===== src/sv/npc_pkg.sv =====
`timescale 1ns / 1ps

package npc_pkg;

  localparam int SAMPLE_WIDTH = 16;
  localparam int CFG_ADDR_W   = 1;
  localparam int CFG_DATA_W   = 16;
  localparam int MAX_BYTES    = 6;
  localparam int SUM_W        = 26;
  localparam int RECIP_SHIFT  = 36;
  localparam int RECIP_W      = 27;
  localparam int PROD_W       = SUM_W + RECIP_W;

  localparam logic [9:0]          W_RED     = 10'd299;
  localparam logic [9:0]          W_GREEN   = 10'd587;
  localparam logic [9:0]          W_BLUE    = 10'd114;
  localparam logic [9:0]          LUMA_DIV  = 10'd1000;
  localparam logic [RECIP_W-1:0]  LUMA_RECIP = 27'd68719476;
  localparam logic [CFG_DATA_W-1:0] TWO_BYTE_MIN = 16'd256;
  localparam logic [CFG_DATA_W-1:0] MAX_VALUE_RST = 16'd255;

  typedef enum logic [CFG_ADDR_W-1:0] {
    CFG_MAX_VALUE = 1'b0,
    CFG_MODE      = 1'b1
  } cfg_reg_t;

  typedef enum logic [1:0] {
    MODE_RGB_TO_GREY = 2'd0,
    MODE_GREY_TO_MONO = 2'd1,
    MODE_PACK_MONO   = 2'd2,
    MODE_RAW         = 2'd3
  } conv_mode_t;

  typedef logic [SAMPLE_WIDTH-1:0] sample_t;

  typedef struct packed {
    conv_mode_t mode;
    sample_t    red;
    sample_t    green;
    sample_t    blue;
    logic       colour;
    logic       err;
    logic       two_byte;
    logic       emit;
    logic [7:0] pbyte;
  } side_t;

endpackage


===== src/sv/netpbm_pixel_converter_top.sv =====
`timescale 1ns / 1ps

// channel   dir  tdata                          tuser        tlast
// in_       in   red_or_grey, green, blue       is_colour    row_end
// out_      out  out_byte                       range_error  last_of_run
// cfg_      in   write port: cfg_we, cfg_addr, cfg_wdata
//
// input register, four arithmetic stages and a byte serializer
// one request per cycle for mono and single-byte items while out_tready is
// high; a longer item holds the input while its bytes leave, one per cycle
// reset loads the default configuration, clears bit packing state and all valid flags
// the pipeline stalls only when its last stage holds an item and the
// serializer cannot load it

module netpbm_pixel_converter_top
  import npc_pkg::*;
(
  input  logic                   clk,
  input  logic                   rst_n,
  input  logic                   in_tvalid,
  output logic                   in_tready,
  input  logic [47:0]            in_tdata,   // red_or_grey, green, blue
  input  logic                   in_tuser,   // is_colour
  input  logic                   in_tlast,   // row_end
  output logic                   out_tvalid,
  input  logic                   out_tready,
  output logic [7:0]             out_tdata,  // out_byte
  output logic                   out_tuser,  // range_error
  output logic                   out_tlast,  // last_of_run
  input  logic                   cfg_we,
  input  logic [CFG_ADDR_W-1:0]  cfg_addr,
  input  logic [CFG_DATA_W-1:0]  cfg_wdata
);

  logic [CFG_DATA_W-1:0] max_value_r;
  conv_mode_t            mode_r;

  logic    v0_r, v1_r, v2_r, v3_r, v4_r;
  logic    en;
  logic    ser_take;

  sample_t in_red_r, in_green_r, in_blue_r;
  logic    in_colour_r, in_row_end_r;

  // bit packing state
  logic [7:0] acc_r, acc_nxt;
  logic [2:0] cnt_r, cnt_nxt;
  logic       pend_r, pend_nxt;

  side_t side1_nxt, side1_r, side2_r, side3_r, side4_r;
  logic [24:0]       pr_r;
  logic [25:0]       pg_r;
  logic [22:0]       pb_r;
  logic [SUM_W-1:0]  sum2_r, sum3_r;
  logic [PROD_W-1:0] prod3_r;
  sample_t           luma4_r;

  logic [16:0] q0;
  logic [26:0] rem;
  sample_t     luma_fix;

  // serializer
  logic [MAX_BYTES-1:0][7:0] buf_r, list;
  logic [2:0]                scnt_r, list_cnt;
  logic                      serr_r;

  // configuration
  always_ff @(posedge clk) begin
    if (!rst_n) begin
      max_value_r <= MAX_VALUE_RST;
      mode_r      <= MODE_RGB_TO_GREY;
    end else if (cfg_we) begin
      case (cfg_addr)
        CFG_MAX_VALUE: max_value_r <= cfg_wdata;
        CFG_MODE:      mode_r      <= conv_mode_t'(cfg_wdata[1:0]);
        default: ;
      endcase
    end
  end

  assign ser_take  = (scnt_r == 3'd0) || ((scnt_r == 3'd1) && out_tready);
  assign en        = !v4_r || ser_take;
  assign in_tready = en;

  always_ff @(posedge clk) begin
    if (!rst_n) begin
      v0_r <= 1'b0;
      v1_r <= 1'b0;
      v2_r <= 1'b0;
      v3_r <= 1'b0;
      v4_r <= 1'b0;
    end else if (en) begin
      v0_r <= in_tvalid;
      v1_r <= v0_r;
      v2_r <= v1_r;
      v3_r <= v2_r;
      v4_r <= v3_r;
    end
  end

  always_ff @(posedge clk) begin
    if (en) begin
      in_red_r     <= in_tdata[15:0];
      in_green_r   <= in_tdata[31:16];
      in_blue_r    <= in_tdata[47:32];
      in_colour_r  <= in_tuser;
      in_row_end_r <= in_tlast;
    end
  end

  // stage 1: error check, mono packing, weighted products
  always_comb begin
    logic [16:0] thr;
    logic        bit_in;
    logic        perr;
    logic [7:0]  acc_n;
    logic [3:0]  n;
    logic        big_any;
    logic        big_red;

    thr     = ({1'b0, max_value_r} + 17'd1) >> 1;
    big_red = in_red_r > max_value_r;
    big_any = big_red || (in_green_r > max_value_r) || (in_blue_r > max_value_r);
    bit_in  = 1'b0;
    perr    = 1'b0;
    acc_n   = '0;
    n       = '0;

    side1_nxt          = '0;
    side1_nxt.mode     = mode_r;
    side1_nxt.red      = in_red_r;
    side1_nxt.green    = in_green_r;
    side1_nxt.blue     = in_blue_r;
    side1_nxt.colour   = in_colour_r;
    side1_nxt.two_byte = max_value_r >= TWO_BYTE_MIN;

    acc_nxt  = acc_r;
    cnt_nxt  = cnt_r;
    pend_nxt = pend_r;

    case (mode_r)
      MODE_RGB_TO_GREY: begin
        side1_nxt.colour = 1'b0;
        side1_nxt.err    = big_any;
      end
      MODE_RAW: side1_nxt.err = in_colour_r ? big_any : big_red;
      default: begin
        if (mode_r == MODE_GREY_TO_MONO) begin
          bit_in = {1'b0, in_red_r} < thr;
          perr   = big_red;
        end else begin
          bit_in = in_red_r[0];
          perr   = in_red_r > sample_t'(1);
        end
        acc_n = {acc_r[6:0], bit_in};
        n     = {1'b0, cnt_r} + 4'd1;
        if (n == 4'd8 || in_row_end_r) begin
          side1_nxt.emit  = 1'b1;
          side1_nxt.pbyte = 8'(acc_n << (4'd8 - n));
          side1_nxt.err   = pend_r | perr;
          acc_nxt  = '0;
          cnt_nxt  = '0;
          pend_nxt = 1'b0;
        end else begin
          acc_nxt  = acc_n;
          cnt_nxt  = n[2:0];
          pend_nxt = pend_r | perr;
        end
      end
    endcase
  end

  always_ff @(posedge clk) begin
    if (!rst_n) begin
      acc_r  <= '0;
      cnt_r  <= '0;
      pend_r <= 1'b0;
    end else if (en && v0_r) begin
      acc_r  <= acc_nxt;
      cnt_r  <= cnt_nxt;
      pend_r <= pend_nxt;
    end
  end

  // luma pipeline: products, sum, reciprocal multiply, correction
  always_ff @(posedge clk) begin
    if (en) begin
      side1_r <= side1_nxt;
      pr_r    <= 25'(in_red_r * W_RED);
      pg_r    <= 26'(in_green_r * W_GREEN);
      pb_r    <= 23'(in_blue_r * W_BLUE);

      side2_r <= side1_r;
      sum2_r  <= SUM_W'({1'b0, pr_r}) + SUM_W'(pg_r) + SUM_W'({3'b0, pb_r});

      side3_r <= side2_r;
      sum3_r  <= sum2_r;
      prod3_r <= PROD_W'(sum2_r * LUMA_RECIP);

      side4_r <= side3_r;
      luma4_r <= luma_fix;
    end
  end

  always_comb begin
    q0  = prod3_r[PROD_W-1:RECIP_SHIFT];
    rem = {1'b0, sum3_r} - 27'(q0 * LUMA_DIV);
    if (rem >= 27'(LUMA_DIV)) begin
      luma_fix = sample_t'(q0 + 17'd1);
    end else begin
      luma_fix = sample_t'(q0);
    end
  end

  // byte list for the item leaving the last stage
  always_comb begin
    sample_t s0;
    s0       = (side4_r.mode == MODE_RGB_TO_GREY) ? luma4_r : side4_r.red;
    list     = '0;
    list_cnt = '0;
    case (side4_r.mode)
      MODE_GREY_TO_MONO, MODE_PACK_MONO: begin
        list[0]  = side4_r.pbyte;
        list_cnt = side4_r.emit ? 3'd1 : 3'd0;
      end
      default: begin
        if (side4_r.two_byte) begin
          list[0] = s0[15:8];
          list[1] = s0[7:0];
          list[2] = side4_r.green[15:8];
          list[3] = side4_r.green[7:0];
          list[4] = side4_r.blue[15:8];
          list[5] = side4_r.blue[7:0];
          list_cnt = side4_r.colour ? 3'd6 : 3'd2;
        end else begin
          list[0] = s0[7:0];
          list[1] = side4_r.green[7:0];
          list[2] = side4_r.blue[7:0];
          list_cnt = side4_r.colour ? 3'd3 : 3'd1;
        end
      end
    endcase
  end

  always_ff @(posedge clk) begin
    if (!rst_n) begin
      scnt_r <= '0;
    end else if (en && v4_r) begin
      scnt_r <= list_cnt;
    end else if (scnt_r != 3'd0 && out_tready) begin
      scnt_r <= scnt_r - 3'd1;
    end
  end

  always_ff @(posedge clk) begin
    if (en && v4_r) begin
      buf_r  <= list;
      serr_r <= side4_r.err;
    end else if (scnt_r != 3'd0 && out_tready) begin
      buf_r <= {8'd0, buf_r[MAX_BYTES-1:1]};
    end
  end

  assign out_tvalid = scnt_r != 3'd0;
  assign out_tdata  = buf_r[0];
  assign out_tuser  = serr_r;
  assign out_tlast  = scnt_r == 3'd1;

endmodule

===== config.mk =====
export PLATFORM = sky130hd
export DESIGN_NAME = netpbm_pixel_converter_top
export DESIGN_NICKNAME = d
export VERILOG_FILES = /design/src/sv/npc_pkg.sv /design/src/sv/netpbm_pixel_converter_top.sv
export SDC_FILE = /design/constraint.sdc
export NUM_CORES = 2
export LEC_CHECK = 0
export ABC_AREA = 1
export CAP_MARGIN = 25
export CORE_ASPECT_RATIO = 1.1
export CORE_UTILIZATION = 66
export CTS_CLUSTER_SIZE = 8
export DETAILED_ROUTE_END_ITERATION = 7
export DONT_BUFFER_PORTS = 1
export GPL_ROUTABILITY_DRIVEN = 0
export GPL_TIMING_DRIVEN = 0
export PLACE_DENSITY = 0.85
export SLEW_MARGIN = 0
export SYNTH_ARGS = -nofsm -noshare
export SYNTH_HDL_FRONTEND = slang
export SYNTH_SLANG_ARGS = --single-unit

===== constraint.sdc =====
create_clock -name clk -period 15.34 [get_ports clk]
set_input_delay 1.534 -clock clk [delete_from_list [all_inputs] [get_ports clk]]
set_output_delay 1.534 -clock clk [all_outputs]
set_load 0.1 [all_outputs]

==> run metrics <==
run status=complete, no violations; Skew-Pair Late Insertion Delay=between 0.6 and 0.7 ns; number of cells on the worst hold path=0; CP endpoint kind=flip-flop; worst path arrival time=between 7 and 8 ns; n_diodes=0; Post-Synthesis Cells=4192; vertical die dimension=272 um; slew at the pin with the worst max-slew slack=1.08 ns; critical path type=flip-flop to flip-flop; post-synthesis cell type count=between 50 and 60; Post-Route WL=117000 um; clock-pin transition on the worst setup and hold timing paths=approximately 0.06 ns; WP data required=15.72 ns; Avg Vias per Cell=between 6 and 7; number of synthesized flops with an enable pin=497; Ports=84; achievable frequency=0.142 GHz; number of nets with antenna violations after routing=0; multi-input combinational cell area=0.0247 mm2; fraction of registers with async set or reset after synthesis=0%; RSZ-0062 raised after global routing=no; final number of setup-violating endpoints=0; P&R area growth vs syn=7.84%; CTS Root Cell=clkbuf_16; Remaining DRCs=0; number of maximum-capacitance constraint violations=0; final-report hold violation count=0; netlist area before placement=0.0438 mm2; top flip-flop cell by instance count after synthesis=edfxtp_1; Critical Path Most Common Cell=nand2_1; final worst path period need=7.02 ns; vias in the first global route=33.6k; top cells by area in the synthesized netlist=edfxtp_1 (34%), ha_1 (19%), fa_1 (17%), inv_1 (7.3%), nand2_1 (5.0%); post-cts hold buffer count=0; GRT Util Overall=35.5%; horizontal extent of the die=248 um; CP max FO=10; Critical Path Start Type=flip-flop; final clock skew=0.0369 ns; total of cells resized after clock tree synthesis=0; number of buffers created by CTS=76; wire length of the first global-routing pass=around 180000 um; Post-CTS Repair Setup Buffers=0; clock tree from TritonCTS=done; starting density of the core=67.1%; core area=0.0654 mm2; Die Outline Area=~0.067 mm2; Yosys warnings=0; remaining global-route overflow=0; post-route fraction of the period consumed by the critical path=45.8%; 1st-pass router iterations=6; DR iter-0 viols=3651; worst-case clock buffer depth=3; row count=98; portion of synthesized cell area occupied by the leading cell type=about 34%; count of buffers from port buffering=0; final max-slew violation count=0; Storage cell area=roughly 0.016 mm2; share of cells above drive strength 1=3.59%; maximum single-stage delay on the critical path=0.61 ns; Yosys top cell by area=edfxtp_1; H-tree lvl count=3; Post-Syn Area per Cell=10.5 um2; number of cell instances on the worst register-to-register path=31; net count after synthesis=5315; Max-Slew Margin vs Limit=28.1%; Post-DP HPWL=83000 um; detailed-route wire length per cell=roughly 23 um; Slowest-stage cell, CP=fa_1; # clock sinks=534; Hold Worst Slack=0.411 ns; number of storage elements in the synthesis netlist=534; number of antenna violations at the first check in global routing=1; total vias in the final route=~32k; worst hold path type=flip-flop to flip-flop; largest net degree at the start of global routing=143; Final #Nets=approximately 5.4k; portion of the post-synthesis area used by sequential elements=35.7%; # fillers=3982
## sequential cells by signal, summed over array words and instances (netlist names), 7 cells and up
| name | cells |
|---|---|
| in_green_r | 16 |
| pb_r | 19 |
| side1_r | 62 |
| sum2_r | 26 |
| in_blue_r | 16 |
| side4_r | 62 |
| pr_r | 24 |
| in_red_r | 16 |
| pg_r | 25 |
| buf_r | 40 |
| side3_r | 62 |
| max_value_r | 16 |
| out_tdata | 8 |
| prod3_r | 17 |
| sum3_r | 23 |
| acc_r | 7 |
| luma4_r | 16 |
| side2_r | 62 |
## logic make-up (layout without fill, tap and decap cells)
kind of cell | Yosys count | count (layout) | synth area share, %
adders and majority gates | 1051 | 1051 | 36.4
and+or+nand+nor | 993 | 993 | 9.63
buffers and inverters | 900 | 1027 | 7.82
AOI/OAI and AO/OA | 556 | 556 | 7.26
DFF | 534 | 534 | 35.7
xor gates and xnor gates | 151 | 151 | 3.02
muxes | 7 | 7 | 0.160
## layout make-up
type	instances	share of cell area, %
inverter	866	6.89
multi-input combinational	2758	52.4
clock buffer	113	4.32
sequential	534	33.1
timing repair buffer	7	0.357
tap	850	2.25
clock inverter	7	0.299
buffer	34	0.376
## through the flow
step / worst slack, ns / area [um2] / TNS (ns) / util (%) / instances
after floorplan: 1.33 / 43800 / 0 / - / 4192
after global placement: -2.60 / 44900 / -27.32 / 68.7 / 5042
after detailed placement: 8.41 / 45100 / 0 / 69.0 / 5049
after CTS: 8.42 / 47300 / 0 / 72.3 / 5169
after global routing: 7.75 / 47300 / 0 / 72.3 / 5169
final: 8.32 / 47300 / 0 / 72.3 / 5169
## worst max-delay path: cells and delay by family (launching register included)
| kind | cells | cell delay (ns) |
|---|---|---|
| xor gates and xnor gates | 1 | 0.15 |
| AOI/OAI and AO/OA | 5 | 1.04 |
| and+or+nand+nor | 14 | 1.60 |
| buffers and inverters | 5 | 0.64 |
| adders and majority gates | 6 | 2.77 |
| DFF | 1 | 0.58 |
## path summary, 6_finish.rpt
kind / startpoint / to / slack, ns
min: side2_r[18]$_DFFE_PN_ / side3_r[18]$_DFFE_PN_ / 0.41
max: prod3_r[37]$_DFFE_PN_ / luma4_r[12]$_DFFE_PN_ / 8.32
min reg2reg: side2_r[18]$_DFFE_PN_ / side3_r[18]$_DFFE_PN_ / 0.41
max reg2reg: prod3_r[37]$_DFFE_PN_ / luma4_r[12]$_DFFE_PN_ / 8.32
## layer usage
| metal | global-route usage [%] | up-vias | wire length, um |
|---|---|---|---|
| met5 | 0 | - | 18 |
| met3 | 7.57 | 699 | 12300 |
| met2 | 58.9 | 2203 | 55800 |
| li1 | - | 14100 | - |
| met1 | 41.2 | 15200 | 39300 |
| met4 | 24.6 | 2 | 9650 |
## cell usage after synthesis, drive strengths merged (4+ instances only)
library cell,number
a21o,18
o21ai,176
inv,861
a31oi,34
o21a,9
a21oi,238
a22o,8
a211oi,5
buf,14
mux2i,7
xnor2,41
dfxtp,37
nand2,590
clkinv,5
o311ai,8
nor2,195
xor2,110
a32o,8
o211ai,16
fa,372
nand3,105
o221ai,5
nor3,28
clkbuf,20
nand4,48
nor4,15
a21boi,4
o21bai,13
or2,5
ha,679
edfxtp,497
## placed cells by master, fill, tap and decap left out, types with 6 or more instances in the layout
master / instances
nor4_1: 14
buf_16: 6
inv_1: 849
fa_1: 372
buf_4: 8
a21oi_1: 236
ha_1: 679
o311ai_0: 8
clkbuf_1: 57
clkbuf_16: 76
nand4_1: 47
a21o_1: 18
a22o_1: 8
mux2i_1: 7
o21a_1: 9
inv_2: 11
nand2_2: 9
o21ai_0: 174
xor2_1: 110
nor2_1: 183
nor3_1: 26
o211ai_1: 16
nand3_1: 102
xnor2_1: 41
o21bai_1: 13
edfxtp_1: 497
nand2_1: 580
nor2_2: 8
a31oi_1: 33
a32o_1: 8
dfxtp_1: 37
Power is not shown: default switching activity piles up to over one toggle a cycle in this logic, so the estimate is an artifact.
